[config.mk]
export PLATFORM = sky130hd
export DESIGN_NAME = trellis_tile_codeword_decoder
export DESIGN_NICKNAME = d
export VERILOG_FILES = /design/src/rtl/tctd_pkg.sv /design/src/rtl/trellis_tile_codeword_decoder.sv /design/src/rtl/tctd_tile_mem.sv /design/src/rtl/tctd_half_add.sv
export SDC_FILE = /design/constraint.sdc
export NUM_CORES = 2
export LEC_CHECK = 0
export BUFFER_PORTS_ARGS = -buffer_cell sky130_fd_sc_hd__buf_2
export CAP_MARGIN = 5
export CORE_MARGIN = 4
export CORE_UTILIZATION = 40
export DETAILED_ROUTE_END_ITERATION = 10
export PLACE_DENSITY = 0.62
export SLEW_MARGIN = 0
export SYNTH_ARGS = -nofsm -noshare
export SYNTH_HDL_FRONTEND = slang
export SYNTH_HIERARCHICAL = 1
export SYNTH_SLANG_ARGS = --single-unit
export TNS_END_PERCENT = 5
[constraint.sdc]
create_clock -name clk_i -period 17 [get_ports clk_i]
set_clock_uncertainty 0.05 [all_clocks]
set_input_delay 0.85 -clock clk_i [delete_from_list [all_inputs] [get_ports clk_i]]
set_output_delay 0.85 -clock clk_i [all_outputs]
set_load 0.01 [all_outputs]
[src/rtl/tctd_pkg.sv]
// Shared types, constants and helper functions of the trellis tile codeword decoder.
package tctd_pkg;

  localparam int unsigned MaxBits   = 8;
  localparam int unsigned TileRows  = 4 * MaxBits;
  localparam int unsigned RowAw     = $clog2(TileRows);

  localparam logic [0:0]  CmdWrite  = 1'b0;
  localparam logic [0:0]  CmdDecode = 1'b1;

  localparam logic [0:0]  RegBits   = 1'b0;
  localparam logic [0:0]  RegCbSel  = 1'b1;

  localparam logic [0:0]  Cb3Inst   = 1'b0;

  localparam logic [31:0] McgMul    = 32'hCBAC1FED;
  localparam logic [31:0] InstMul   = 32'd89226354;
  localparam logic [31:0] InstAdd   = 32'd64248484;
  localparam logic [31:0] HalfMask  = 32'h8fff8fff;
  localparam logic [31:0] HalfXor   = 32'h3b603b60;

  typedef struct packed {
    logic [0:0]  cmd;
    logic [6:0]  word_index;
    logic [15:0] word_data;
    logic [7:0]  weight_index;
  } in_t;

  typedef struct packed {
    logic [7:0]  row_major_position;
    logic [15:0] weight_half;
  } res_t;

  // Two fp16 halves on their way into the adder, tagged with the tile position.
  typedef struct packed {
    logic        valid;
    logic [7:0]  pos;
    logic [15:0] lo;
    logic [15:0] hi;
  } add_in_t;

  typedef struct packed {
    logic valid;
    res_t res;
  } add_out_t;

  // Row offsets of the eight weights that share one lane.
  function automatic logic [3:0] row_offset(input logic [2:0] sub);
    logic [3:0] r;
    begin
      unique case (sub[1:0])
        2'd0:    r = 4'd0;
        2'd1:    r = 4'd1;
        2'd2:    r = 4'd8;
        default: r = 4'd9;
      endcase
      return r;
    end
  endfunction

  function automatic logic [7:0] tile_position(input logic [7:0] t);
    logic [4:0] lane;
    logic [3:0] r;
    logic [3:0] c;
    begin
      lane = t[7:3];
      r    = {1'b0, lane[1:0], 1'b0} + row_offset(t[2:0]);
      c    = {1'b0, lane[4:2]} + (t[2] ? 4'd8 : 4'd0);
      return {r, c};
    end
  endfunction

endpackage

[src/rtl/trellis_tile_codeword_decoder.sv]
// Top level of the trellis tile codeword decoder: command intake, window fetch, codebook.
//
// The block keeps one quantized tile of up to 128 halfwords and turns trellis
// codewords into fp16 weights. A command beat is taken at each rising edge at
// which start is high; busy stays low, so one beat can enter every cycle.
// A write beat (cmd low) stores word_data at word_index and gives no result.
// A decode beat (cmd high) gives one result beat: the strobe result_strobe_o
// is high for exactly one cycle with the weight's row-major position and its
// fp16 value. Results leave in the order the decodes came in.
// The path is: window address and tile read, window extraction and codebook
// multiply, mask and xor, fp16 align and add, normalize and round. One decode
// finishes per cycle; the two read ports of the tile memory fetch both words
// a window can straddle in one access, so no decode waits on another.
// A write lands in the memory at its own edge, so a decode in the very next
// cycle already reads the new halfword and no forwarding is needed.
// The configuration port writes bits_per_weight (index 0) and codebook_select
// (index 1) at any edge with cfg_we_i high; the user must use it only while
// idle; the block does not enforce this. Reset clears the pipeline valid bits
// and sets bits_per_weight to 4 and the MCG codebook; tile contents are undefined
// until written. The receiver has no way to stall, so nothing backs up.
module trellis_tile_codeword_decoder (
  input  logic             clk_i,
  input  logic             rst_ni,
  input  logic             start,
  output logic             busy,
  input  tctd_pkg::in_t    in_i,
  input  logic             cfg_we_i,
  input  logic [0:0]       cfg_index_i,
  input  logic [3:0]       cfg_data_i,
  output logic             result_strobe_o,
  output tctd_pkg::res_t   res_o
);

  // Configuration registers.
  logic [3:0] bits_q;
  logic       cbsel_q;

  always_ff @(posedge clk_i or negedge rst_ni) begin
    if (!rst_ni) begin
      bits_q  <= 4'd4;
      cbsel_q <= 1'b1;
    end else if (cfg_we_i) begin
      unique case (cfg_index_i)
        tctd_pkg::RegBits:  bits_q  <= cfg_data_i;
        tctd_pkg::RegCbSel: cbsel_q <= cfg_data_i[0];
        default: ;
      endcase
    end
  end

  assign busy = 1'b0;

  logic accept, dec_accept, wr_accept;
  assign accept     = start && !busy;
  assign dec_accept = accept && (in_i.cmd == tctd_pkg::CmdDecode);
  assign wr_accept  = accept && (in_i.cmd == tctd_pkg::CmdWrite);

  // Window address. The stream bit of the window start, taken modulo the tile
  // length, is (t+1)*bits - 16, wrapped up by one tile when it goes negative.
  logic [3:0]  eff_bits;
  logic [12:0] prod;
  logic [12:0] start_bit;
  logic [5:0]  w0, w1, w0_next;
  logic [4:0]  off;
  logic        span;
  logic [4:0]  shift_d;
  logic [6:0]  words;

  always_comb begin
    if (bits_q == 4'd0) begin
      eff_bits = 4'd1;
    end else if (bits_q > 4'(tctd_pkg::MaxBits)) begin
      eff_bits = 4'(tctd_pkg::MaxBits);
    end else begin
      eff_bits = bits_q;
    end
    prod      = 13'({1'b0, in_i.weight_index} + 9'd1) * 13'(eff_bits);
    start_bit = (prod < 13'd16) ? (prod + {1'b0, eff_bits, 8'd0} - 13'd16)
                                : (prod - 13'd16);
    w0        = start_bit[10:5];
    off       = start_bit[4:0];
    span      = off > 5'd16;
    words     = {eff_bits, 3'b000};
    w0_next   = ({1'b0, w0} + 7'd1 == words) ? 6'd0 : (w0 + 6'd1);
    w1        = span ? w0_next : w0;
    shift_d   = span ? 5'(6'd48 - {1'b0, off}) : 5'(5'd16 - off);
  end

  logic [63:0] rd_a, rd_b;

  tctd_tile_mem u_mem (
    .clk_i      (clk_i),
    .we_i       (wr_accept),
    .wr_idx_i   (in_i.word_index),
    .wr_data_i  (in_i.word_data),
    .rd_row_a_i (w0[5:1]),
    .rd_row_b_i (w1[5:1]),
    .rd_a_o     (rd_a),
    .rd_b_o     (rd_b)
  );

  // Stage 1: side data that travels with the memory read.
  logic       v1_q;
  logic [4:0] shift_q;
  logic       w0_odd_q, w1_odd_q, cb1_q;
  logic [7:0] pos1_q;

  always_ff @(posedge clk_i or negedge rst_ni) begin
    if (!rst_ni) begin
      v1_q <= 1'b0;
    end else begin
      v1_q <= dec_accept;
    end
  end

  always_ff @(posedge clk_i) begin
    shift_q  <= shift_d;
    w0_odd_q <= w0[0];
    w1_odd_q <= w1[0];
    cb1_q    <= cbsel_q;
    pos1_q   <= tctd_pkg::tile_position(in_i.weight_index);
  end

  // Window extraction and the codebook multiply.
  logic [63:0] joined;
  logic [63:0] shifted;
  logic [15:0] window;
  logic [31:0] mul_d;

  always_comb begin
    joined  = {(w0_odd_q ? rd_a[63:32] : rd_a[31:0]),
               (w1_odd_q ? rd_b[63:32] : rd_b[31:0])};
    shifted = joined >> shift_q;
    window  = shifted[15:0];
    mul_d   = {16'd0, window} * ((cb1_q == tctd_pkg::Cb3Inst) ? tctd_pkg::InstMul
                                                            : tctd_pkg::McgMul);
  end

  logic        v2_q, cb2_q;
  logic [31:0] mul_q;
  logic [7:0]  pos2_q;

  always_ff @(posedge clk_i or negedge rst_ni) begin
    if (!rst_ni) begin
      v2_q <= 1'b0;
    end else begin
      v2_q <= v1_q;
    end
  end

  always_ff @(posedge clk_i) begin
    mul_q  <= mul_d;
    cb2_q  <= cb1_q;
    pos2_q <= pos1_q;
  end

  // Stage 3: offset for 3INST, then mask and xor into two fp16 halves.
  logic [31:0]       scr;
  tctd_pkg::add_in_t add_d, add_q;

  always_comb begin
    scr = (cb2_q == tctd_pkg::Cb3Inst) ? (mul_q + tctd_pkg::InstAdd) : mul_q;
    scr = (scr & tctd_pkg::HalfMask) ^ tctd_pkg::HalfXor;
    add_d.valid = v2_q;
    add_d.pos   = pos2_q;
    add_d.lo    = scr[15:0];
    add_d.hi    = scr[31:16];
  end

  always_ff @(posedge clk_i or negedge rst_ni) begin
    if (!rst_ni) begin
      add_q <= '0;
    end else begin
      add_q <= add_d;
    end
  end

  tctd_pkg::add_out_t add_out;

  tctd_half_add u_add (
    .clk_i  (clk_i),
    .rst_ni (rst_ni),
    .in_i   (add_q),
    .out_o  (add_out)
  );

  assign result_strobe_o = add_out.valid;
  assign res_o           = add_out.res;

  // Every decode beat yields its result beat.
  assert property (@(posedge clk_i) disable iff (!rst_ni)
    dec_accept |-> ##5 result_strobe_o)
    else $error("decode beat without result beat");

  // The halves are always normal and small, so a result is zero or normal.
  assert property (@(posedge clk_i) disable iff (!rst_ni)
    (result_strobe_o && (res_o.weight_half[14:0] != 15'd0)) |->
      ((res_o.weight_half[14:10] != 5'd0) && (res_o.weight_half[14:10] != 5'd31)))
    else $error("decoded weight is subnormal or not finite");

  // Both fetched rows lie inside the tile that the current width defines.
  assert property (@(posedge clk_i) disable iff (!rst_ni)
    dec_accept |-> (({1'b0, w0[5:1]} < {eff_bits, 2'b00}) &&
                    ({1'b0, w1[5:1]} < {eff_bits, 2'b00})))
    else $error("window row outside the tile");

endmodule

[src/rtl/tctd_tile_mem.sv]
// Tile store: 32 rows of four halfwords, halfword writes, two registered read ports.
module tctd_tile_mem (
  input  logic                      clk_i,
  input  logic                      we_i,
  input  logic [6:0]                wr_idx_i,
  input  logic [15:0]               wr_data_i,
  input  logic [tctd_pkg::RowAw-1:0] rd_row_a_i,
  input  logic [tctd_pkg::RowAw-1:0] rd_row_b_i,
  output logic [63:0]               rd_a_o,
  output logic [63:0]               rd_b_o
);

  logic [63:0] mem_q [tctd_pkg::TileRows];

  // A row holds an even 32-bit word in its low half and the odd word above it;
  // inside a word the even halfword sits low.
  always_ff @(posedge clk_i) begin
    if (we_i) begin
      mem_q[wr_idx_i[6:2]][{wr_idx_i[1:0], 4'b0000} +: 16] <= wr_data_i;
    end
  end

  always_ff @(posedge clk_i) begin
    rd_a_o <= mem_q[rd_row_a_i];
    rd_b_o <= mem_q[rd_row_b_i];
  end

endmodule

[src/rtl/tctd_half_add.sv]
// Two-stage fp16 adder for the normal halves that the codebook produces.
module tctd_half_add (
  input  logic                clk_i,
  input  logic                rst_ni,
  input  tctd_pkg::add_in_t   in_i,
  output tctd_pkg::add_out_t  out_o
);

  typedef struct packed {
    logic        valid;
    logic [7:0]  pos;
    logic        sign;
    logic [4:0]  exp;
    logic [14:0] sum;
  } align_t;

  // Stage A: order by magnitude, align and add. Both halves are normal with
  // exponents 12 to 15, so the alignment shift is at most three and exact.
  logic        swap;
  logic [15:0] big, lesser;
  logic [4:0]  dexp;
  logic [13:0] ma, mb;
  align_t      a_d, a_q;

  always_comb begin
    swap   = in_i.hi[14:0] > in_i.lo[14:0];
    big    = swap ? in_i.hi : in_i.lo;
    lesser = swap ? in_i.lo : in_i.hi;
    dexp   = big[14:10] - lesser[14:10];
    ma     = {(|big[14:10]), big[9:0], 3'b000};
    mb     = {(|lesser[14:10]), lesser[9:0], 3'b000} >> dexp;
    a_d.valid = in_i.valid;
    a_d.pos   = in_i.pos;
    a_d.sign  = big[15];
    a_d.exp   = big[14:10];
    a_d.sum   = (in_i.lo[15] ^ in_i.hi[15]) ? ({1'b0, ma} - {1'b0, mb})
                                            : ({1'b0, ma} + {1'b0, mb});
  end

  always_ff @(posedge clk_i or negedge rst_ni) begin
    if (!rst_ni) begin
      a_q <= '0;
    end else begin
      a_q <= a_d;
    end
  end

  // Stage B: find the leading one, normalize and round to nearest even.
  logic [3:0]  lead;
  logic [14:0] norm;
  logic [5:0]  rexp;
  logic        rnd;
  logic [15:0] half_d;
  tctd_pkg::add_out_t out_d, out_q;

  always_comb begin
    lead = 4'd0;
    for (int i = 0; i < 15; i++) begin
      if (a_q.sum[i]) lead = 4'(i);
    end
    norm = a_q.sum << (4'd14 - lead);
    rexp = {1'b0, a_q.exp} + {2'b00, lead} - 6'd13;
    rnd  = norm[3] & ((|norm[2:0]) | norm[4]);
    if (a_q.sum == 15'd0) begin
      half_d = 16'h0000;
    end else begin
      half_d = {a_q.sign, ({rexp[4:0], norm[13:4]} + {14'd0, rnd})};
    end
    out_d.valid                  = a_q.valid;
    out_d.res.row_major_position = a_q.pos;
    out_d.res.weight_half        = half_d;
  end

  always_ff @(posedge clk_i or negedge rst_ni) begin
    if (!rst_ni) begin
      out_q <= '0;
    end else begin
      out_q <= out_d;
    end
  end

  assign out_o = out_q;

endmodule

==> impl_metrics.json <==
{
  "critPathArrivalTime_ps": 11350,
  "drc": 0,
  "crit_buf_inv": 7,
  "syn_inst": 7193,
  "end_kind": "flip-flop",
  "cpPeakStageDelay_ps": 900,
  "worstSetupPathType": "flip-flop to flip-flop",
  "drive_above_1_share": 0.180,
  "finalHoldViolCount": 0,
  "vias": 67800,
  "cts.htree.levels": 4,
  "coreArea_um2": 275000,
  "cts_inserted_buffers": 233,
  "die_h_um": 534,
  "grtUsageTotal": 0.239,
  "ios": 67,
  "r2r_setup_slack_ps": 6400,
  "drt-initial-drc-count": 8374,
  "hold_class": "primary input to flip-flop",
  "cts_root_buf": "clkbuf_16",
  "firstDrtPassIters": 6,
  "drv_cap": 0,
  "grt_pass1_vias": 67200,
  "ys_warn_count": 6,
  "hold_slack_ps": 155,
  "layout.cells.non_filler": 11100,
  "status": "finished, final reports clean",
  "wire_per_inst_um": 31.5,
  "max_freq_ghz": 0.0943,
  "fin_crit_ps": 10600,
  "timing.final.crit_share": 0.624,
  "die_x_um": 534,
  "fillers": 23700,
  "syn_area_per_cell_um2": 15.4,
  "wl_mm": 350,
  "start_kind": "flip-flop",
  "clk_pin_slew_ps": 60,
  "syn-cell-area_um2": 111000,
  "row_count": 192,
  "dp_cells": 10700,
  "grt-ovfl-total": 0,
  "portBuffers": 65,
  "slew_headroom": 0.150,
  "ctsResizeCount": 0,
  "slew_viol_final": 0,
  "worstMarginPinSlew_ps": 1270,
  "area_growth_pct": 11.2,
  "slowest_stage": "buf_4",
  "antenna_found_initial": 28,
  "initial_core_util": 0.403,
  "grt_pass1_wl_mm": 492,
  "gp_congestion": 0.938,
  "vias_per_cell": 6.09,
  "cts_tree": "done",
  "ant_nets": 0,
  "setup_viol": 0,
  "fin_ws_ps": 6400,
  "nets": 7695,
  "cts_buffer_depth": 4,
  "tns_ps": 0,
  "grt_max_degree": 110,
  "cp.required_ps": 17740,
  "preCtsSetupSlack_ps": 6400,
  "cp_max_fo": 109,
  "clk_latency_ps": 940,
  "cts.sinks": 2297,
  "die-area_um2": 285000,
  "rsz0062_at_grt": "false",
  "dp_hpwl_mm": 217,
  "cp_top_family": "buffers and inverters"
}
stage by stage:
stage / area [µm²] / util
global route: 123000 / 0.448
detailed placement: 116000 / 0.421
floorplan: 111000 / -
global placement: 116000 / 0.421
CTS: 123000 / 0.448
finish: 123000 / 0.448
state kept, by name (all words and copies together), names as in the netlist, 4 cells and up:
register,cells
u_mem/rd_b_o,64
pos1_q,8
mul_q,32
shift_q,5
bits_q,4
u_add/a_q,30
pos2_q,8
u_mem/rd_a_o,30
add_q,36
u_mem/mem_q,2048
u_add/out_o,25
placed cells by master, fill, tap and decap left out, types with 33 or more instances in the layout:
cell type	n
edfxtp_1	2048
mux2i_1	779
a22oi_1	481
mux4_2	458
inv_1	409
nand2_1	268
fa_1	257
clkbuf_16	235
nand3_1	208
buf_4	204
ha_1	188
nor2_1	168
dfxtp_1	149
a21oi_1	119
nor2_2	117
dfrtp_1	96
and2_1	93
xnor2_1	83
o21ai_0	76
a31oi_1	76
buf_2	64
nand4_1	58
clkbuf_1	53
a22o_1	52
clkinv_2	46
xor2_1	40
diode_2	38
clkinv_1	33
repair_timing:
action                    4_1_cts  5_1_grt
hold endpoints to repair       17        0
hold buffers                    1        0
buffers inserted                0        0
routing by layer:
layer	track usage	vias to the layer above	routed length, µm
li1	-	27800	-
met1	0.311	35300	133000
met2	0.374	3817	161000
met3	0.0687	826	39300
met4	0.106	12	17400
met5	0	-	86
final timing paths:
| check | cells after the start | to | from |
|---|---|---|---|
| setup / recovery | 29 | u_mem/rd_b_o[57]$_DFF_P_ | bits_q[3]$_DFFE_PN0P_ |
| hold / removal | 3 | bits_q[1]$_DFFE_PN0P_ | cfg_data_i[1] |
| setup reg to reg | 29 | u_mem/rd_b_o[57]$_DFF_P_ | bits_q[3]$_DFFE_PN0P_ |
| hold reg to reg | 0 | pos2_q[3]$_DFF_P_ | pos1_q[3]$_DFF_P_ |
| max in group asynchronous | 3 | add_q[16]$_DFF_PN0_ | rst_ni |
| min in group asynchronous | 2 | bits_q[1]$_DFFE_PN0P_ | rst_ni |
tightest hold or removal path, stage by stage:
cell	delay, ps
buf_2	70
nand2_1	40
o21ai_0	60
cell type report:
| class | instances | area [µm²] | share of cell area |
|---|---|---|---|
| antenna | 38 | 95.1 | 0.000772 |
| clock buffer | 300 | 6240 | 0.0507 |
| clock inverter | 124 | 1260 | 0.0103 |
| inverter | 415 | 1570 | 0.0127 |
| multi-input combinational | 3987 | 40400 | 0.328 |
| sequential | 2297 | 67000 | 0.544 |
| tap | 3686 | 4610 | 0.0375 |
| timing repair buffer | 275 | 1980 | 0.0161 |
Power is not shown: default switching activity piles up to over one toggle a cycle in this logic, so the estimate is an artifact.
